$ cat config.mk
export PLATFORM = sky130hd
export DESIGN_NAME = char_lcd_frame_serializer
export DESIGN_NICKNAME = d
export VERILOG_FILES = /design/src/rtl/clcd_pkg.sv /design/src/rtl/clcd_frame_ram.sv /design/src/rtl/char_lcd_frame_serializer.sv
export SDC_FILE = /design/constraint.sdc
export NUM_CORES = 1
export LEC_CHECK = 0
export BUFFER_PORTS_ARGS = -buffer_cell sky130_fd_sc_hd__buf_2
export CAP_MARGIN = 0
export CORE_MARGIN = 2
export CORE_UTILIZATION = 35
export CTS_CLUSTER_DIAMETER = 40
export DETAILED_ROUTE_END_ITERATION = 6
export SLEW_MARGIN = 20
export SYNTH_ARGS = -nofsm -noshare
export SYNTH_HDL_FRONTEND = slang
export SYNTH_SLANG_ARGS = --single-unit
$ cat constraint.sdc
create_clock -name clk -period 5.4 [get_ports clk]
set_input_delay 0.54 -clock clk [delete_from_list [all_inputs] [get_ports clk]]
set_output_delay 0.54 -clock clk [all_outputs]
set_load 0.03 [all_outputs]
$ cat src/rtl/clcd_pkg.sv
package clcd_pkg;

  localparam logic [7:0] CMD_LEAD   = 8'h7E;
  localparam logic [7:0] CMD_POS    = 8'h24;
  localparam logic [7:0] CMD_LEN    = 8'h26;
  localparam logic [7:0] SPACE_CHAR = 8'h20;
  localparam logic [7:0] UNDERSCORE = 8'h5F;

  localparam logic [1:0] KIND_WRITE = 2'd0;
  localparam logic [1:0] KIND_CLEAR = 2'd1;
  localparam logic [1:0] KIND_SEND  = 2'd2;

  localparam logic [1:0] CFG_COLS = 2'd0;
  localparam logic [1:0] CFG_ROWS = 2'd1;

  typedef enum logic [2:0] {
    ST_CLEAR,
    ST_IDLE,
    ST_BASE,
    ST_WRITE,
    ST_HEAD,
    ST_ROW
  } clcd_state_t;

  // Position within the six-byte command header of a row transfer.
  typedef enum logic [2:0] {
    HD_LEAD0,
    HD_POS,
    HD_BASE,
    HD_LEAD1,
    HD_LEN,
    HD_WIDTH
  } clcd_head_t;

  function automatic logic [7:0] clcd_glyph(input logic [7:0] c);
    logic [7:0] g;
    g = SPACE_CHAR;
    if (c >= 8'd32 && c <= 8'd126) begin
      if (c == 8'd92) begin
        g = SPACE_CHAR;
      end else if (c == 8'd126) begin
        g = UNDERSCORE;
      end else begin
        g = c;
      end
    end else if ((c >= 8'd224 && c <= 8'd229) || c == 8'd236 || c == 8'd238 ||
                 c == 8'd239 || (c >= 8'd242 && c <= 8'd247) || c == 8'd253) begin
      g = c;
    end
    return g;
  endfunction

endpackage

$ cat src/rtl/clcd_frame_ram.sv
module clcd_frame_ram #(
  parameter int Depth = 64,
  parameter int AddrW = 6
) (
  input  logic             clk,
  input  logic             we,
  input  logic [AddrW-1:0] waddr,
  input  logic [7:0]       wdata,
  input  logic [AddrW-1:0] raddr,
  output logic [7:0]       rdata
);

  logic [7:0] mem [Depth];
  logic [7:0] rdata_r;

  always_ff @(posedge clk) begin
    if (we) begin
      mem[waddr] <= wdata;
    end
    rdata_r <= mem[raddr];
  end

  assign rdata = rdata_r;

endmodule

$ cat src/rtl/char_lcd_frame_serializer.sv
// Character display frame store with a serial command emitter. A write request
// stores the translated glyph at a 1-based column and row: the row offset is
// built by adding the width once for each row above it in the single shared
// address adder. A send request first builds the offset the same way, then
// emits 6 + width bytes, one per cycle while out_stall is low, read from the
// frame memory. A clear request, and the pass that follows reset, write spaces
// to the frame memory one entry per cycle; no request is taken while it runs,
// while configuration writes are always taken. The store is laid out row after
// row with a pitch equal to the width in use, so change the size only between
// frames.
module char_lcd_frame_serializer #(
  parameter int MAX_COLS = 16,
  parameter int MAX_ROWS = 4
) (
  input  logic       clk,
  input  logic       rst_n,
  input  logic       in_valid,
  output logic       in_stall,
  input  logic [1:0] in_kind,
  input  logic [5:0] in_column,
  input  logic [2:0] in_line,
  input  logic [7:0] in_char_code,
  output logic       out_valid,
  input  logic       out_stall,
  output logic [7:0] out_byte,
  output logic       out_last,
  input  logic       cfg_valid,
  output logic       cfg_ready,
  input  logic [1:0] cfg_index,
  input  logic [4:0] cfg_wdata
);
  import clcd_pkg::*;

  localparam int Depth = MAX_COLS * MAX_ROWS;
  localparam int AddrW = (Depth > 1) ? $clog2(Depth) : 1;
  localparam int PtrW  = $clog2(Depth + 1);
  localparam int ColW  = $clog2(MAX_COLS + 1);
  localparam int RowW  = $clog2(MAX_ROWS + 1);

  clcd_state_t state_r, state_nxt;
  clcd_head_t  head_r, head_nxt;

  logic [4:0]      cols_r;
  logic [2:0]      rows_r;
  logic [PtrW-1:0] ptr_r, ptr_nxt;
  logic [2:0]      cnt_r, cnt_nxt;
  logic [ColW-1:0] cidx_r, cidx_nxt;
  logic            send_r, send_nxt;
  logic [5:0]      col_r, col_nxt;
  logic [7:0]      code_r, code_nxt;

  logic            out_valid_r, out_valid_nxt;
  logic [7:0]      out_byte_r, out_byte_nxt;
  logic            out_last_r, out_last_nxt;

  logic [ColW-1:0] w_s;
  logic [RowW-1:0] h_s;
  logic [PtrW-1:0] addend_s;
  logic [PtrW-1:0] sum_s;
  logic            slot_free;
  logic            accept;
  logic            line_ok;
  logic            col_ok;

  logic             ram_we;
  logic [AddrW-1:0] ram_waddr;
  logic [7:0]       ram_wdata;
  logic [7:0]       ram_rdata;

  // Size in use, saturated to the range the store can hold.
  always_comb begin
    if (cols_r == '0) begin
      w_s = ColW'(1);
    end else if (int'(cols_r) > MAX_COLS) begin
      w_s = ColW'(MAX_COLS);
    end else begin
      w_s = ColW'(cols_r);
    end
    if (rows_r == '0) begin
      h_s = RowW'(1);
    end else if (int'(rows_r) > MAX_ROWS) begin
      h_s = RowW'(MAX_ROWS);
    end else begin
      h_s = RowW'(rows_r);
    end
  end

  assign line_ok   = (in_line != '0) && (int'(in_line) <= int'(h_s));
  assign col_ok    = (in_column != '0) && (int'(in_column) <= int'(w_s));
  assign in_stall  = (state_r != ST_IDLE);
  assign accept    = in_valid && !in_stall;
  assign slot_free = !out_valid_r || !out_stall;
  assign cfg_ready = 1'b1;

  // The one adder shared by offset build, write address, row read and sweep.
  always_comb begin
    case (state_r)
      ST_BASE:  addend_s = PtrW'(w_s);
      ST_WRITE: addend_s = PtrW'(col_r - 6'd1);
      default:  addend_s = PtrW'(1);
    endcase
  end
  assign sum_s = ptr_r + addend_s;

  always_comb begin
    state_nxt     = state_r;
    head_nxt      = head_r;
    ptr_nxt       = ptr_r;
    cnt_nxt       = cnt_r;
    cidx_nxt      = cidx_r;
    send_nxt      = send_r;
    col_nxt       = col_r;
    code_nxt      = code_r;
    out_valid_nxt = out_valid_r && out_stall;
    out_byte_nxt  = out_byte_r;
    out_last_nxt  = out_last_r;
    ram_we        = 1'b0;
    ram_waddr     = ptr_r[AddrW-1:0];
    ram_wdata     = SPACE_CHAR;

    unique case (state_r)
      ST_CLEAR: begin
        ram_we = 1'b1;
        if (int'(ptr_r) == Depth - 1) begin
          ptr_nxt   = '0;
          state_nxt = ST_IDLE;
        end else begin
          ptr_nxt = sum_s;
        end
      end
      ST_IDLE: begin
        if (accept) begin
          col_nxt  = in_column;
          code_nxt = in_char_code;
          cnt_nxt  = in_line - 3'd1;
          ptr_nxt  = '0;
          unique case (in_kind)
            KIND_WRITE: begin
              send_nxt = 1'b0;
              if (col_ok && line_ok) begin
                state_nxt = ST_BASE;
              end
            end
            KIND_CLEAR: state_nxt = ST_CLEAR;
            KIND_SEND: begin
              send_nxt = 1'b1;
              if (line_ok) begin
                state_nxt = ST_BASE;
              end
            end
            default: state_nxt = ST_IDLE;
          endcase
        end
      end
      ST_BASE: begin
        if (cnt_r == '0) begin
          head_nxt  = HD_LEAD0;
          state_nxt = send_r ? ST_HEAD : ST_WRITE;
        end else begin
          ptr_nxt = sum_s;
          cnt_nxt = cnt_r - 3'd1;
        end
      end
      ST_WRITE: begin
        ram_we    = 1'b1;
        ram_waddr = sum_s[AddrW-1:0];
        ram_wdata = clcd_glyph(code_r);
        state_nxt = ST_IDLE;
      end
      ST_HEAD: begin
        if (slot_free) begin
          out_valid_nxt = 1'b1;
          out_last_nxt  = 1'b0;
          unique case (head_r)
            HD_LEAD0: out_byte_nxt = CMD_LEAD;
            HD_POS:   out_byte_nxt = CMD_POS;
            HD_BASE:  out_byte_nxt = 8'(ptr_r);
            HD_LEAD1: out_byte_nxt = CMD_LEAD;
            HD_LEN:   out_byte_nxt = CMD_LEN;
            HD_WIDTH: out_byte_nxt = 8'(w_s);
            default:  out_byte_nxt = CMD_LEAD;
          endcase
          if (head_r == HD_WIDTH) begin
            cidx_nxt  = '0;
            state_nxt = ST_ROW;
          end else begin
            head_nxt = clcd_head_t'(head_r + 3'd1);
          end
        end
      end
      ST_ROW: begin
        if (slot_free) begin
          out_valid_nxt = 1'b1;
          out_byte_nxt  = ram_rdata;
          out_last_nxt  = (cidx_r == w_s - ColW'(1));
          if (cidx_r == w_s - ColW'(1)) begin
            state_nxt = ST_IDLE;
          end else begin
            cidx_nxt = cidx_r + ColW'(1);
            ptr_nxt  = sum_s;
          end
        end
      end
      default: state_nxt = ST_IDLE;
    endcase
  end

  always_ff @(posedge clk) begin
    if (!rst_n) begin
      state_r     <= ST_CLEAR;
      head_r      <= HD_LEAD0;
      ptr_r       <= '0;
      cnt_r       <= '0;
      cidx_r      <= '0;
      send_r      <= 1'b0;
      out_valid_r <= 1'b0;
      cols_r      <= 5'd16;
      rows_r      <= 3'd2;
    end else begin
      state_r     <= state_nxt;
      head_r      <= head_nxt;
      ptr_r       <= ptr_nxt;
      cnt_r       <= cnt_nxt;
      cidx_r      <= cidx_nxt;
      send_r      <= send_nxt;
      out_valid_r <= out_valid_nxt;
      if (cfg_valid && cfg_ready) begin
        unique case (cfg_index)
          CFG_COLS: cols_r <= cfg_wdata;
          CFG_ROWS: rows_r <= cfg_wdata[2:0];
          default:  ;
        endcase
      end
    end
  end

  always_ff @(posedge clk) begin
    col_r      <= col_nxt;
    code_r     <= code_nxt;
    out_byte_r <= out_byte_nxt;
    out_last_r <= out_last_nxt;
  end

  // The read address follows the next pointer, so the registered read data
  // always holds the entry the pointer names.
  clcd_frame_ram #(
    .Depth(Depth),
    .AddrW(AddrW)
  ) u_ram (
    .clk  (clk),
    .we   (ram_we),
    .waddr(ram_waddr),
    .wdata(ram_wdata),
    .raddr(ptr_nxt[AddrW-1:0]),
    .rdata(ram_rdata)
  );

  assign out_valid = out_valid_r;
  assign out_byte  = out_byte_r;
  assign out_last  = out_last_r;

endmodule
### Word-level counts from Yosys, hierarchy flattened

Memory sizes are Yosys's and may differ from the RTL's. A register that Yosys moved wholly into a read port is not among the register bits.
Index checks and enable logic that the tools add are counted.
W data, S select, Z words.

| word-level totals | value |
|---|---|
| memories | 1 |
| input port bits | 31 |
| bits in latches | 0 |
| RAM bits | 512 |
| word-level logic and storage cells | 161 |
| flip-flop bits (word level) | 54 |
| memory bits (read-only) | 0 |
| output and inout bits | 12 |

Memory list:

| name | depth | bits a word | rd ports | clocked after memory_dff | write ports | line | source |
|---|---|---|---|---|---|---|---|
| u_ram.mem | 64 | 8 | 1 | 1 | 1 | clcd_frame_ram.sv:13 | `logic [7:0] mem [Depth];` |

| cells by class | value |
|---|---|
| add/subtract/negate cells | 7 |
| magnitude comparators | 10 |
| multiplexer cells | 54 |
| multiply operators | 0 |
| reductions and logical operators | 42 |
| eq/ne operators | 33 |
| bitwise operators | 0 |
| shift-type cells | 0 |
| divide/modulo/power cells | 0 |

Operators with widths:

| cell | number |
|---|---|
| $mux W8 | 7 |
| $pmux W7 S4 | 2 |
| $mux W3 | 17 |
| $mux W7 | 5 |
| $eq A8 B8 Y1 const B | 4 |
| $mux W5 | 6 |
| $ne A2 B2 Y1 const B | 10 |
| $eq A8 B7 Y1 const B | 2 |
| $ge A8 B8 Y1 const B | 2 |
| $le A8 B8 Y1 const B | 2 |
| $pmux W8 S2 | 1 |
| $pmux W3 S5 | 1 |
| $pmux W7 S2 | 1 |
| $eq A3 B3 Y1 const B | 4 |
| $pmux W3 S2 | 2 |
| $pmux W5 S2 | 1 |
| $reduce_and A5 Y1 | 2 |
| $eq A3 B2 Y1 const B | 3 |
| $logic_not A3 Y1 | 3 |
| $pmux W3 S3 | 1 |
| $reduce_and A3 Y1 | 3 |
| $reduce_and A9 Y1 | 1 |
| $ge A8 B6 Y1 const B | 1 |
| $le A8 B7 Y1 const B | 1 |
| other kinds (32) | 64 |

### Logic depth before layout (Yosys ltp)

| logic depth | value |
|---|---|
| depth after elaboration | 10 |
| mapped depth | 19 |
| mapped depth without buffers | 17 |

### Cells and area by module

A second synthesis with hierarchy kept.

| second synthesis, totals | value |
|---|---|
| cell total of the unflattened synthesis | 1353 |
| area, all modules | 23801.6 um2 |

Modules (own cells, without submodules):

| module | cells each | area an instance (um2) | seq. area each (um2) | times used |
|---|---|---|---|---|
| clcd_frame_ram | 940 | 20166.8 | 15534.9 | 1 |
| char_lcd_frame_serializer | 413 | 3634.7 | 1311.3 | 1 |

### Worst setup path after synthesis

OpenSTA, ideal clock, no wires.

| timing path | value |
|---|---|
| path type | register to register |
| from | reg state_r[1] |
| to | mem u_ram.mem[0][1] (data pin) |
| library setup time | 0.681 ns |
| arrival time | 3.796 ns |
| path buffers | 3 |
| stages on the path, launching flop included | 7 |
| clock period less this slack | 4.477 ns |
| data required time | 4.719 ns |
| path slack | 0.923 ns |
| path through | dfxtp_1 clkbuf_1 nand2_1 or2_2 clkbuf_1 clkbuf_1 nor3_1 |

| on the way | value |
|---|---|
| longest elaborated chain between the ends | 2 |

RTL lines:

| element | line | source |
|---|---|---|
| from (decl) | char_lcd_frame_serializer.sv:40 | `clcd_state_t state_r, state_nxt;` |
| from (signal assigned) | char_lcd_frame_serializer.sv:220 | `state_r <= state_nxt;` |
| $eq A3 B2 Y1 | char_lcd_frame_serializer.sv:121 | `unique case (state_r)` |
| $mux W8 | char_lcd_frame_serializer.sv:121 |  |
| net ram_wdata[1] | char_lcd_frame_serializer.sv:67 | `logic [7:0] ram_wdata;` |
| to (decl) | clcd_frame_ram.sv:13 |  |

The timed path passes the listed nets, and every way through them passes these cells.

### Worst setup path in the final report

| timing path | value |
|---|---|
| from | reg cols_r[4] |
| to | reg u_ram.rdata_r[5], in the netlist u_ram.rdata[5], read port of u_ram.mem |

| on the way | value |
|---|---|
| longest elaborated chain between the ends | 8 |
| elaborated cells between the ends (all ways) | 13 |
| those cells by class | add/sub: 2; order compare: 1; eq/ne: 1; mux: 8; reduce/logical: 1 |

RTL lines:

| element | line | source |
|---|---|---|
| from (decl) | char_lcd_frame_serializer.sv:43 | `logic [4:0] cols_r;` |
| from (signal assigned) | char_lcd_frame_serializer.sv:229 | `CFG_COLS: cols_r <= cfg_wdata;` |
| $gt A5 B5 Y1 | char_lcd_frame_serializer.sv:74 | `end else if (int'(cols_r) > MAX_COLS) begin` |
| $mux W5 | char_lcd_frame_serializer.sv:74 |  |
| $mux W5 (*) | char_lcd_frame_serializer.sv:72 | `if (cols_r == '0) begin` |
| $pmux W7 S2 / $sub A5 B1 Y5 (equally long branches) | char_lcd_frame_serializer.sv:97, char_lcd_frame_serializer.sv:196 |  |
| $add A7 B7 Y7 / $eq A5 B5 Y1 (equally long branches) | char_lcd_frame_serializer.sv:103, char_lcd_frame_serializer.sv:196 |  |
| $mux W7 | char_lcd_frame_serializer.sv:196 | `if (cidx_r == w_s - ColW'(1)) begin` |
| $mux W7 | char_lcd_frame_serializer.sv:192 | `if (slot_free) begin` |
| $pmux W7 S4 (*) | char_lcd_frame_serializer.sv:121 |  |
| to (decl) | clcd_frame_ram.sv:14 | `logic [7:0] rdata_r;` |

Mark *: on every way between the ends. The rest lies on a longest branch, timed or not. The select of a mux whose other input is x is not followed.
A chain may end at the register's enable or synchronous reset.

==> impl_metrics.json <==
{
  "outcome": "finished clean",
  "drt-wirelength-per-cell_um": 22.9,
  "switching_power_uw": 3100,
  "reg2reg_slack_ns": 0.10,
  "cts_setup_buffers": 0,
  "grt.total_usage_pct": 18.8,
  "seq_area_frac_synth_pct": 69.2,
  "worstSkewPairLatency_ns": 0.60,
  "clk_pin_slew_worst_paths_ns": 0.06,
  "power.density_nw_per_um2": 416,
  "tritoncts": "built",
  "p_sw_share_pct": 26.2,
  "numPortBuffers": 41,
  "rows": 96,
  "nets": 2002,
  "syn-cell-area_um2": 24300,
  "crit_required_ns": 5.88,
  "die_w_um": 268,
  "hp-start": "in_char_code[4]",
  "hold_path.class": "input port to flop",
  "yosysMostFrequentCell": "edfxtp_1",
  "yosys.area.top_type": "edfxtp_1",
  "drt_iter0_drc": 1641,
  "cts-root-buf": "clkbuf_16",
  "worstSetupPathType": "flop to flop",
  "drive_gt1_share_pct": 14.7,
  "synthTopCellsByCount": "edfxtp_1 (535), nand2_1 (312), nor2_1 (120)",
  "power.internal_uw": 8740,
  "hold_viol_final": 0,
  "slowest_delay_ns": 0.94,
  "drt-vias-per-instance": 5.49,
  "worstPathMaxFanout": 18,
  "antenna_found_initial": 2,
  "synth_edf_count": 535,
  "num_antenna_cells": 0,
  "post-route-drc-count": 0,
  "synthArstFlopShare_pct": 0,
  "p_seq_share_pct": 41.9,
  "period_needed_ns": 5.30,
  "p_leak_uw": 0.0102,
  "syn_avg_cell_area_um2": 13.1,
  "drt_pass1_iterations": 5,
  "syn2layout_area_growth_pct": 17.0,
  "htreeDepth": 3,
  "combPwrFrac_pct": 11.9,
  "reg2reg_depth": 15,
  "synthTopCellsByArea": "edfxtp_1 (66%), nand2_1 (4.8%), dfxtp_1 (3.2%), mux2i_1 (2.9%), a21oi_1 (2.4%)",
  "slew-limit-headroom_pct": 25.3,
  "setup_tns_ns": 0,
  "peakVddDrop_uv": 222,
  "grt_overflow_total": 0,
  "routed_wl_um": 67400,
  "worst_setup_path_end_kind": "flop",
  "skew_ns": 0.0171,
  "setup_viol_count_final": 0,
  "start_util_pct": 35.4,
  "hold_depth": 1,
  "vias": 16200,
  "synthCells": 1860,
  "path_cells": "or4_4, and2_1, ha_1, nor4b_1, nor3_1, o22ai_1, nor2_2, o21ai_2, a21oi_4, buf_4, nor2_2, buf_4, a2111oi_0, o21a_1, nor4_2",
  "cts_hold_buf": 0,
  "grt_pass1_wl_um": 101000,
  "slew_viol_final": 0,
  "grt_pass1_vias": 15900,
  "yosysUniqueCellTypes": 77,
  "cts_resized": 0,
  "r2r_end": "u_ram.rdata[5]$_DFF_P_",
  "min_period_over_period_pct": 98.1,
  "clockBufferDepth": 3,
  "die-height_um": 268,
  "r2r-start": "cols_r[4]$_SDFFE_PN1P_",
  "p_clk_share_pct": 46.2,
  "critPathSlowestCell": "a2111oi_0",
  "grt_max_degree": 89,
  "drv_cap": 0,
  "max_freq_mhz": 189,
  "gp_congestion": 0.910,
  "cts_buffers": 82,
  "design_area_um2": 28500,
  "yosysWarningCount": 0,
  "worst_pin_slew_ns": 1.09,
  "worstPathArrival_ns": 5.78,
  "cts_num_sinks": 574,
  "die-area_um2": 71700,
  "synth-seq-cells": 574,
  "synth_flop_cell": "edfxtp_1",
  "placed_cell_area_um2": 25700,
  "ant_nets": 0,
  "synth_top_area_share_pct": 66.0,
  "core-area_um2": 68700,
  "syn_nets": 1914,
  "grt_setup_unrepaired": "false",
  "boundaryPins": 43,
  "hpwlAfterDp_um": 42900,
  "start_kind": "flop",
  "min_to": "code_r[4]$_DFFE_PP_"
}
## worst max path at each step
| stage | cells after the start | start | end | slack (ns) |
|---|---|---|---|---|
| finish | 15 | cols_r[4]$_SDFFE_PN1P_ | u_ram.rdata[5]$_DFF_P_ | 0.10 |
| global route | 14 | cols_r[4]$_SDFFE_PN1P_ | u_ram.rdata[2]$_DFF_P_ | 0.03 |
| CTS | 14 | cols_r[4]$_SDFFE_PN1P_ | u_ram.rdata[0]$_DFF_P_ | 0.17 |
| detailed placement | 14 | cols_r[4]$_SDFFE_PN1P_ | u_ram.rdata[0]$_DFF_P_ | 0.19 |
| global placement | 14 | cols_r[4]$_SDFFE_PN1P_ | u_ram.rdata[0]$_DFF_P_ | 0.27 |
| floorplan | 6 | state_r[1]$_SDFFE_PN0P_ | u_ram.mem[0][1]$_DFFE_PP_ | 0.92 |
## state kept, by name (all words and copies together) (netlist names), 5 cells and up
name / flops
u_ram.mem: 512
code_r: 8
out_byte: 8
u_ram.rdata: 8
ptr_r: 7
col_r: 6
cidx_r: 5
cols_r: 5
## through the flow
stage / instances / hold slack (ns) / setup slack, ns / power (uW) / util, %
2_1_floorplan: 1860 / 0.446 / 0.923 / 5960 / -
3_3_place_gp: 2795 / 0.465 / 0.268 / 6410 / 37.3
3_5_place_dp: 2795 / 0.468 / 0.191 / 6420 / 37.3
4_1_cts: 2944 / 0.0829 / 0.169 / 11900 / 41.4
5_1_grt: 2944 / 0.0859 / 0.0319 / 12200 / 41.4
6_report: 2944 / 0.113 / 0.100 / 11800 / 41.4
## critical path, delay by kind of cell (launching register included)
family                   cells  cell delay (ns)
AO/OA/AOI/OAI                5             2.23
AND/OR/NAND/NOR              7             1.72
buffers and inverters        2             0.58
flip-flops                   1             0.39
adder cells (fa/ha/maj)      1             0.24
## power by group through the flow
stage	logic (uW)	clock network, uW	registers (uW)
floorplan	957	0	5000
global placement	1360	0	5050
detailed placement	1370	0	5050
CTS	1380	5530	4960
global route	1500	5730	4960
finish	1410	5470	4960
## placed cells by master, fill, tap and decap left out, types with 13 or more instances in the layout
master,count
and3_1,16
a22oi_1,23
clkbuf_16,83
inv_1,25
buf_4,54
nor2_1,120
a21oi_1,119
o22ai_1,25
mux2i_1,71
nor3_1,39
inv_6,14
mux2_2,18
o221ai_1,15
edfxtp_1,535
o21ai_0,55
o21a_1,13
ha_1,22
nand3_1,78
a31oi_1,42
dfxtp_1,39
buf_2,41
nand2_1,309
## area by class of cell
class / instances / area (um^2)
timing repair buffer: 100 / 711
inverter: 26 / 97.6
clock buffer: 90 / 2100
clock inverter: 59 / 708
multi-input combinational: 1164 / 6840
sequential: 574 / 16800
fill: 6344 / 40200
tap: 931 / 1160
## routing by layer
metal	track usage, %	part of all wire, %	wire [um]
met1	24.1	41	27700
met2	30.1	47	31700
met3	4.58	7.7	5180
met4	8.47	4.2	2810
met5	0	0.010	7
## cell families after synthesis
family	synth area share [%]
AND/OR/NAND/NOR	11.7
adder cells (fa/ha/maj)	1.21
multiplexers	3.85
AO/OA/AOI/OAI	10.5
buffers and inverters	2.81
flip-flops	69.2
XOR/XNOR	0.684
other	0.0154
No activity file was read; power rests on OpenSTA's default activity.
